<file path="src/rtl/servo_pulse_sequencer_macros.svh">
// assertion macros used by the servo pulse sequencer rtl
`ifndef SERVO_PULSE_SEQUENCER_MACROS_SVH
`define SERVO_PULSE_SEQUENCER_MACROS_SVH

`ifndef SYNTHESIS
// same-cycle implication, disabled while reset is asserted
`define SPSQ_ASSERT_IMP(name, clk, rstn, ante, cons) \
    name: assert property (@(posedge clk) disable iff (!(rstn)) (ante) |-> (cons)) \
        else $error("spsq assertion failed");
// next-cycle implication, disabled while reset is asserted
`define SPSQ_ASSERT_NXT(name, clk, rstn, ante, cons) \
    name: assert property (@(posedge clk) disable iff (!(rstn)) (ante) |=> (cons)) \
        else $error("spsq assertion failed");
`else
`define SPSQ_ASSERT_IMP(name, clk, rstn, ante, cons)
`define SPSQ_ASSERT_NXT(name, clk, rstn, ante, cons)
`endif

`endif

</file>
<file path="src/rtl/spsq_pkg.sv">
// types and constants of the servo pulse sequencer
`default_nettype none

package spsq_pkg;

    localparam int TICK_W = 16;
    localparam int CH_W   = 2;
    localparam int CNT_W  = 8;
    localparam int IDX_W  = 3;

    localparam logic [TICK_W-1:0] PERIOD_RST   = 16'd40000;
    localparam logic [TICK_W-1:0] MARGIN_RST   = 16'd256;
    localparam logic [TICK_W-1:0] RESERVED_RST = 16'd3000;
    localparam logic [TICK_W-1:0] MIN_W_RST    = 16'd1000;
    localparam logic [TICK_W-1:0] MAX_W_RST    = 16'd5000;
    localparam logic [CH_W-1:0]   PRIMARY_RST  = 2'd0;

    typedef enum logic [IDX_W-1:0] {
        REG_PERIOD   = 3'd0,
        REG_MARGIN   = 3'd1,
        REG_RESERVED = 3'd2,
        REG_MIN_W    = 3'd3,
        REG_MAX_W    = 3'd4,
        REG_PRIMARY  = 3'd5
    } reg_idx_t;

    typedef enum logic [1:0] {
        PH_RISE = 2'd0,
        PH_FALL = 2'd1,
        PH_END  = 2'd2
    } phase_t;

    typedef enum logic [1:0] {
        ACT_NONE = 2'd0,
        ACT_HIGH = 2'd1,
        ACT_LOW  = 2'd2
    } pin_act_t;

    typedef struct packed {
        logic              mode;
        logic [CH_W-1:0]   channel;
        logic [TICK_W-1:0] width;
    } in_t;

    typedef struct packed {
        logic [TICK_W-1:0] next_event_time;
        logic [CH_W-1:0]   pin_channel;
        logic [1:0]        pin_action;
        logic [TICK_W-1:0] pin_time;
        logic [CNT_W-1:0]  cycle_count;
        logic              width_rejected;
    } res_t;

    typedef struct packed {
        logic [TICK_W-1:0] period;
        logic [TICK_W-1:0] margin;
        logic [TICK_W-1:0] reserved;
        logic [TICK_W-1:0] min_w;
        logic [TICK_W-1:0] max_w;
        logic [CH_W-1:0]   primary;
    } cfg_t;

    // command from the scheduler to the width bank
    typedef struct packed {
        logic              wr_en;
        logic [CH_W-1:0]   wr_chan;
        logic [TICK_W-1:0] wr_width;
        logic              reload;
    } bank_ctrl_t;

endpackage

`default_nettype wire

</file>
<file path="src/rtl/spsq_width_bank.sv">
// pending and active pulse width registers per channel
`default_nettype none

module spsq_width_bank #(
    parameter int CHANNELS = 4,
    parameter int CIDX_W   = 2
) (
    input  wire logic                       clk,
    input  wire logic                       rstn,
    input  wire spsq_pkg::bank_ctrl_t       ctrl,
    input  wire logic [CIDX_W-1:0]          rd_idx,
    output logic [spsq_pkg::TICK_W-1:0]     rd_width
);
    import spsq_pkg::*;

    logic [TICK_W-1:0] pending_reg [CHANNELS];
    logic [TICK_W-1:0] active_reg  [CHANNELS];
    logic [CIDX_W-1:0] wr_idx;

    assign wr_idx   = CIDX_W'(ctrl.wr_chan);
    assign rd_width = active_reg[rd_idx];

    always_ff @(posedge clk) begin
        if (!rstn) begin
            for (int i = 0; i < CHANNELS; i++) begin
                pending_reg[i] <= '0;
                active_reg[i]  <= '0;
            end
        end else begin
            if (ctrl.wr_en) begin
                pending_reg[wr_idx] <= ctrl.wr_width;
            end
            // reload copies every pending width at once
            if (ctrl.reload) begin
                for (int i = 0; i < CHANNELS; i++) begin
                    active_reg[i] <= pending_reg[i];
                end
            end
        end
    end

endmodule

`default_nettype wire

</file>
<file path="src/rtl/spsq_sched_core.sv">
// three-phase pulse scheduler: phase, channel, timing and reload state
`default_nettype none
`include "servo_pulse_sequencer_macros.svh"

module spsq_sched_core #(
    parameter int CHANNELS = 4,
    parameter int CIDX_W   = 2
) (
    input  wire logic                       clk,
    input  wire logic                       rstn,
    input  wire logic                       fire,
    input  wire spsq_pkg::in_t              item,
    input  wire spsq_pkg::cfg_t             cfg,
    input  wire logic [spsq_pkg::TICK_W-1:0] act_width,
    output logic [CIDX_W-1:0]               rd_idx,
    output spsq_pkg::bank_ctrl_t            bank_ctrl,
    output spsq_pkg::res_t                  res
);
    import spsq_pkg::*;

    localparam int CMP_W = (CIDX_W > CH_W) ? CIDX_W : CH_W;
    localparam logic [CIDX_W-1:0] LAST_CH = CIDX_W'(CHANNELS - 1);

    phase_t            phase_reg, phase_next;
    logic [CIDX_W-1:0] chan_reg, chan_next;
    logic [TICK_W-1:0] start_reg, start_next;
    logic [TICK_W-1:0] shift_reg, shift_next;
    logic [CNT_W-1:0]  reload_reg, reload_next;

    logic [TICK_W-1:0] slot_w;
    logic [TICK_W-1:0] shift_m;
    logic [TICK_W-1:0] shift_w;
    logic              is_prim;
    logic              in_range;
    logic              chan_ok;

    assign rd_idx   = chan_reg;
    assign slot_w   = (act_width == '0) ? cfg.reserved : act_width;
    assign shift_m  = shift_reg + cfg.margin;
    assign shift_w  = shift_reg + slot_w;
    assign is_prim  = (CMP_W'(chan_reg) == CMP_W'(cfg.primary));
    assign in_range = (item.width >= cfg.min_w) && (item.width <= cfg.max_w);
    assign chan_ok  = (32'(item.channel) < CHANNELS);

    always_comb begin
        phase_next  = phase_reg;
        chan_next   = chan_reg;
        start_next  = start_reg;
        shift_next  = shift_reg;
        reload_next = reload_reg;
        bank_ctrl   = '0;
        res         = '0;

        if (item.mode) begin
            bank_ctrl.wr_en    = fire && chan_ok;
            bank_ctrl.wr_chan  = item.channel;
            bank_ctrl.wr_width = in_range ? item.width : '0;
            res.pin_channel    = item.channel;
            res.width_rejected = chan_ok && !in_range;
        end else begin
            unique case (phase_reg)
                PH_RISE: begin
                    res.pin_channel = CH_W'(chan_reg);
                    res.pin_time    = shift_m;
                    res.pin_action  = (act_width != '0) ? ACT_HIGH : ACT_NONE;
                    // shift + margin + (width - margin) folds to shift + width
                    shift_next      = is_prim ? shift_m : shift_w;
                    phase_next      = PH_FALL;
                end
                PH_FALL: begin
                    res.pin_channel = CH_W'(chan_reg);
                    shift_next      = is_prim ? shift_w : shift_m;
                    res.pin_time    = shift_next;
                    res.pin_action  = ACT_LOW;
                    if (chan_reg == LAST_CH) begin
                        chan_next  = '0;
                        phase_next = PH_END;
                    end else begin
                        chan_next  = chan_reg + CIDX_W'(1);
                        phase_next = PH_RISE;
                    end
                end
                PH_END: begin
                    bank_ctrl.reload = fire;
                    reload_next      = reload_reg + CNT_W'(1);
                    start_next       = start_reg + cfg.period;
                    shift_next       = start_next - cfg.margin;
                    res.pin_channel  = CH_W'(chan_reg);
                    phase_next       = PH_RISE;
                end
                default: begin
                end
            endcase
        end

        res.next_event_time = shift_next;
        res.cycle_count     = reload_next;
    end

    always_ff @(posedge clk) begin
        if (!rstn) begin
            phase_reg  <= PH_RISE;
            chan_reg   <= '0;
            start_reg  <= '0;
            shift_reg  <= '0;
            reload_reg <= '0;
        end else if (fire) begin
            phase_reg  <= phase_next;
            chan_reg   <= chan_next;
            start_reg  <= start_next;
            shift_reg  <= shift_next;
            reload_reg <= reload_next;
        end
    end

    `SPSQ_ASSERT_NXT(a_wrap_to_end, clk, rstn, fire && !item.mode && phase_reg == PH_FALL && chan_reg == LAST_CH, phase_reg == PH_END && chan_reg == '0)
    `SPSQ_ASSERT_NXT(a_reload_count, clk, rstn, fire && !item.mode && phase_reg == PH_END, reload_reg == $past(reload_reg) + CNT_W'(1))
    `SPSQ_ASSERT_NXT(a_write_keeps_timing, clk, rstn, fire && item.mode, $stable(shift_reg) && $stable(phase_reg) && $stable(chan_reg))
    `SPSQ_ASSERT_IMP(a_reload_only_at_end, clk, rstn, bank_ctrl.reload, fire && phase_reg == PH_END && !bank_ctrl.wr_en)

endmodule

`default_nettype wire

</file>
<file path="src/rtl/servo_pulse_sequencer.sv">
// servo pulse sequencer top level: config registers, input and result stages
//
// usage
//  - s_ channel takes one beat per item: mode 1 writes a pending width for
//    a channel, mode 0 reports a compare match and steps the pulse schedule
//    (rise, fall for every channel in turn, then cycle end with width reload)
//  - m_ channel returns exactly one result beat per input beat, in order:
//    next compare time, pin action with its channel and time, reload count
//    and a flag for a width that fell outside min..max and was stored as zero
//  - config port: cfg_we writes cfg_wdata into register cfg_index (period,
//    margin, reserved slot, min width, max width, primary channel); write only
//    while no beat is in flight
//  - an accepted beat is registered in the input stage, and its result is
//    registered in the result stage when that stage is free or draining;
//    throughput one beat per cycle while m_ready stays high, the whole step
//    being one pass of add and select logic between the two stages
//  - reset (aresetn low, synchronous) empties both stages, restores the
//    config defaults and clears phase, channel, times, widths and count
//  - when m_ready stays low the result stage holds its beat and the input
//    stage can still take one more beat before s_ready drops
`default_nettype none

module servo_pulse_sequencer #(
    parameter int CHANNELS = 4
) (
    input  wire logic                        aclk,
    input  wire logic                        aresetn,
    // input beats
    input  wire logic                        s_valid,
    output logic                             s_ready,
    input  wire spsq_pkg::in_t               s_data,
    // result beats
    output logic                             m_valid,
    input  wire logic                        m_ready,
    output spsq_pkg::res_t                   m_data,
    // config writes
    input  wire logic                        cfg_we,
    input  wire logic [spsq_pkg::IDX_W-1:0]  cfg_index,
    input  wire logic [spsq_pkg::TICK_W-1:0] cfg_wdata
);
    import spsq_pkg::*;

    localparam int CIDX_W = (CHANNELS > 1) ? $clog2(CHANNELS) : 1;

    cfg_t              cfg_reg;
    in_t               in_reg;
    logic              in_valid_reg, in_valid_next;
    res_t              out_reg;
    logic              out_valid_reg, out_valid_next;

    logic              advance;
    logic [CIDX_W-1:0] rd_idx;
    logic [TICK_W-1:0] act_width;
    bank_ctrl_t        bank_ctrl;
    res_t              step_res;

    // the held item is processed when the result stage is free or draining
    assign advance = in_valid_reg && (!out_valid_reg || m_ready);
    assign s_ready = !in_valid_reg || advance;
    assign m_valid = out_valid_reg;
    assign m_data  = out_reg;

    always_comb begin
        in_valid_next  = in_valid_reg;
        out_valid_next = out_valid_reg;
        if (s_valid && s_ready) begin
            in_valid_next = 1'b1;
        end else if (advance) begin
            in_valid_next = 1'b0;
        end
        if (advance) begin
            out_valid_next = 1'b1;
        end else if (m_ready) begin
            out_valid_next = 1'b0;
        end
    end

    // control flags
    always_ff @(posedge aclk) begin
        if (!aresetn) begin
            in_valid_reg  <= 1'b0;
            out_valid_reg <= 1'b0;
        end else begin
            in_valid_reg  <= in_valid_next;
            out_valid_reg <= out_valid_next;
        end
    end

    // payload stages
    always_ff @(posedge aclk) begin
        if (s_valid && s_ready) begin
            in_reg <= s_data;
        end
        if (advance) begin
            out_reg <= step_res;
        end
    end

    // config registers; the primary channel takes the low bits of the write data
    always_ff @(posedge aclk) begin
        if (!aresetn) begin
            cfg_reg.period   <= PERIOD_RST;
            cfg_reg.margin   <= MARGIN_RST;
            cfg_reg.reserved <= RESERVED_RST;
            cfg_reg.min_w    <= MIN_W_RST;
            cfg_reg.max_w    <= MAX_W_RST;
            cfg_reg.primary  <= PRIMARY_RST;
        end else if (cfg_we) begin
            unique case (reg_idx_t'(cfg_index))
                REG_PERIOD:   cfg_reg.period   <= cfg_wdata;
                REG_MARGIN:   cfg_reg.margin   <= cfg_wdata;
                REG_RESERVED: cfg_reg.reserved <= cfg_wdata;
                REG_MIN_W:    cfg_reg.min_w    <= cfg_wdata;
                REG_MAX_W:    cfg_reg.max_w    <= cfg_wdata;
                REG_PRIMARY:  cfg_reg.primary  <= cfg_wdata[CH_W-1:0];
                default: begin
                end
            endcase
        end
    end

    spsq_sched_core #(
        .CHANNELS (CHANNELS),
        .CIDX_W   (CIDX_W)
    ) u_core (
        .clk       (aclk),
        .rstn      (aresetn),
        .fire      (advance),
        .item      (in_reg),
        .cfg       (cfg_reg),
        .act_width (act_width),
        .rd_idx    (rd_idx),
        .bank_ctrl (bank_ctrl),
        .res       (step_res)
    );

    spsq_width_bank #(
        .CHANNELS (CHANNELS),
        .CIDX_W   (CIDX_W)
    ) u_bank (
        .clk      (aclk),
        .rstn     (aresetn),
        .ctrl     (bank_ctrl),
        .rd_idx   (rd_idx),
        .rd_width (act_width)
    );

endmodule

`default_nettype wire
</file>
<file path="config.mk">
export PLATFORM = sky130hd
export DESIGN_NAME = servo_pulse_sequencer
export DESIGN_NICKNAME = d
export VERILOG_FILES = /design/src/rtl/spsq_pkg.sv /design/src/rtl/spsq_width_bank.sv /design/src/rtl/spsq_sched_core.sv /design/src/rtl/servo_pulse_sequencer.sv
export VERILOG_INCLUDE_DIRS = /design/src /design/src/rtl
export SDC_FILE = /design/constraint.sdc
export NUM_CORES = 1
export LEC_CHECK = 0
export BUFFER_PORTS_ARGS = -buffer_cell sky130_fd_sc_hd__buf_2
export CAP_MARGIN = 20
export CORE_ASPECT_RATIO = 0.5
export CORE_UTILIZATION = 50
export CTS_CLUSTER_DIAMETER = 200
export DETAILED_ROUTE_END_ITERATION = 8
export GPL_ROUTABILITY_DRIVEN = 0
export PLACE_DENSITY = 0.67
export SYNTH_ARGS = -nofsm -noshare
export SYNTH_HDL_FRONTEND = slang
export SYNTH_SLANG_ARGS = --single-unit
</file>
<file path="constraint.sdc">
create_clock -name aclk -period 5.7 [get_ports aclk]
set_input_delay 0.57 -clock aclk [delete_from_list [all_inputs] [get_ports aclk]]
set_output_delay 0.57 -clock aclk [all_outputs]
set_load 0.01 [all_outputs]
</file>
==> flow_summary.json <==
{
  "hold_viol": 0,
  "drc": 0,
  "grt.total_usage_pct": 26.9,
  "critical_path.endpoint": "m_data[43]",
  "start_kind": "flip-flop",
  "worstPathCellList": "buf_4 > mux4_1 > nor4_1 > and4_1 > buf_4 > a21o_1 > ha_1 > a211oi_1 > o21a_1 > o21ai_0 > a41oi_1 > nor2b_1 > mux2i_1 > a31oi_1 > a2111oi_0 > a21oi_1",
  "worst_pin_slew_ns": 1.00,
  "synthTopCellsByArea": "edfxtp_1 34%, dfxtp_1 15%, ha_1 7.7%, nand2_1 6.6%, a21boi_0 3.2%",
  "synth_fp_nets": 1825,
  "final_cell_count_no_fill": 2189,
  "status": "finished, final reports clean",
  "ff2ff_setup_slack_ns": 0.58,
  "n_fill_cell": 2894,
  "max_clock_freq_mhz": 195,
  "syn_area_per_cell_sq_um": 10.1,
  "irDropWorstVdd_v": 0.000245,
  "cap_violations": 0,
  "port_buffers": 89,
  "die_w_microns": 262,
  "vias_per_cell": 6.05,
  "worst_skew_pair.late_latency_ns": 0.60,
  "synth_warnings": 0,
  "dieArea_sq_um": 34600,
  "clk_pin_slew_ns": 0.07,
  "finalCriticalPeriod_ns": 5.12,
  "netlist_instances": 1674,
  "synth_top_area_share_pct": 34.1,
  "crit_fanout": 16,
  "cts.sinks": 322,
  "setup-violations-final": 0,
  "cp.required_ns": 6.02,
  "ys_types": 64,
  "relSlewSlack_pct": 32.9,
  "async_flop_share_pct": 0,
  "dp_hpwl_microns": 33000,
  "drt_wl_total_microns": 46600,
  "ys_seq_elements": 322,
  "antenna_found_initial": 0,
  "setup_tns_ns": 0,
  "clockBufferDepth": 3,
  "synth_top_cell_by_area": "edfxtp_1",
  "start_util_pct": 50.9,
  "ant_nets": 0,
  "num_rows": 47,
  "cp_slowest_stage_delay_ns": 0.59,
  "grt_first_pass_wirelength_microns": 71900,
  "cts_tree": "built",
  "synth_common_cells": "297 x nand2_1, 192 x edfxtp_1, 130 x dfxtp_1, 104 x ha_1",
  "boundaryPins": 90,
  "rr_endpoint": "m_data[43]",
  "crit_slowest_cell": "mux4_1",
  "fin_crit_sh_pct": 89.9,
  "die_h_microns": 132,
  "drt_iter0_drc": 1331,
  "largest_register_ff_count": 82,
  "reg2reg_depth": 16,
  "p_leak_uw": 0.00754,
  "end_kind": "flip-flop",
  "synth-seq-area-share_pct": 49.6,
  "syn_to_final_growth_pct": 10.7,
  "synth_flop_cell": "edfxtp_1",
  "num_vias": 13200,
  "cts_buffers": 30,
  "grt_start_max_net_pins": 88,
  "cpMostUsedCell": "buf_4",
  "postCtsHoldBufs": 0,
  "power_per_cell_area_nw_per_um2": 275,
  "yosysMostFrequentCell": "nand2_1",
  "h-tree-depth": 1,
  "antenna_cells": 0,
  "cts_root_buf": "clkbuf_16",
  "drive_above_1_share_pct": 10.7,
  "core_area_sq_um": 33200,
  "firstDrtPassIters": 6,
  "finalMaxSlewViolations": 0,
  "cts_resized": 0,
  "syn-cell-area_sq_um": 16900,
  "clock-skew-final_ns": 0.0201,
  "critPathArrivalTime_ns": 5.44,
  "post_cts_buffers": 0,
  "wire_per_inst_microns": 21.3,
  "grt_overflow": 0,
  "placedCellCount": 2131,
  "rsz0062_at_grt": "no",
  "grt_pass1_vias": 12700,
  "criticalPathCategory": "flip-flop to flip-flop",
  "hp-class": "input port to flip-flop",
  "synth_edf_count": 192,
  "nets": 1875
}
-- stage by stage --
stage / utilization [%] / power (uW) / setup slack [ns] / hold slack, ns / area (sq um)
after floorplan: - / 2980 / 1.28 / 0.442 / 16900
after global routing: 56.4 / 5290 / 0.161 / 0.136 / 18700
final: 56.4 / 5140 / 0.577 / 0.148 / 18700
after global placement: 53.3 / 3150 / 0.744 / 0.454 / 17700
after detailed placement: 53.3 / 3170 / 0.489 / 0.463 / 17700
after CTS: 56.3 / 5150 / 0.406 / 0.130 / 18700
-- worst min-delay path by stage --
stage                     start           to  slack (ns)  cells past startpoint
floorplan           cfg_reg[37]  cfg_reg[37]        0.44                      2
global placement    cfg_reg[30]  cfg_reg[30]        0.45                      2
global route         s_data[16]   in_reg[16]        0.14                      1
CTS                   s_data[8]    in_reg[8]        0.13                      1
detailed placement  cfg_reg[32]  cfg_reg[32]        0.46                      2
finish                s_data[8]    in_reg[8]        0.15                      1
-- critical path: cells and delay by family (launching register included) --
kind / cells / cell delay, ns
muxes: 2 / 0.78
buffers and inverters: 2 / 0.44
adders and majority gates: 1 / 0.27
DFF: 1 / 0.57
and+or+nand+nor: 3 / 0.56
AOI/OAI and AO/OA: 8 / 2.25
-- kinds of logic after synthesis --
logic type      count (synthesis)  synth area share (%)
simple gates                  623                  17.5
compound gates                374                  14.7
flops                         322                  49.6
buf+inv                       155                  3.64
fa+ha+maj                     108                  8.18
xor+xnor                       63                  3.27
mux                            29                  3.15
-- placed cells by master, fill, tap and decap left out, types with 7 or more instances in the layout --
cell type    n
nor3_1      25
mux2i_1     10
nor2b_1     17
xnor2_1     40
nor4_1      68
o21ai_0     61
and3_1      73
nor2_1      65
nand2b_1    10
mux4_1      10
a21oi_1     81
inv_1       61
o21a_1      21
a31oi_1     16
nand2_1    296
clkinv_1     7
a211oi_1    10
a21boi_0    73
and2_1      12
ha_1       104
nand3_1     23
dfxtp_1    129
a21o_1      39
edfxtp_1   192
buf_4       20
buf_2       88
clkbuf_16   30
nand4_1     11
xor2_1      23
o211ai_1    19
-- routing by layer --
metal / part of all wire [%] / track usage [%] / vias to the layer above
met5: 0 / 0 / -
met4: 3.2 / 8.57 / 0
met3: 9.1 / 5.00 / 112
met2: 43 / 40.2 / 588
met1: 44 / 39.4 / 6335
li1: - / - / 6201
-- power breakdown --
part	leakage (uW)	total [uW]	switching (uW)	internal (uW)
Combinational	0.00408	532	353	179
Sequential	0.00299	2600	54.8	2550
Clock	0.000464	2000	935	1070
Total	0.00754	5140	1340	3800
-- cell type report --
type | count | area [sq um] | area share (%)
Clock buffer | 34 | 766 | 4.10
Tap cell | 441 | 552 | 2.95
Sequential cell | 322 | 8370 | 44.8
Timing Repair Buffer | 111 | 641 | 3.43
Clock inverter | 22 | 198 | 1.06
Inverter | 62 | 233 | 1.24
Multi-Input combinational cell | 1197 | 7940 | 42.5
No activity file was read; power rests on OpenSTA's default activity.
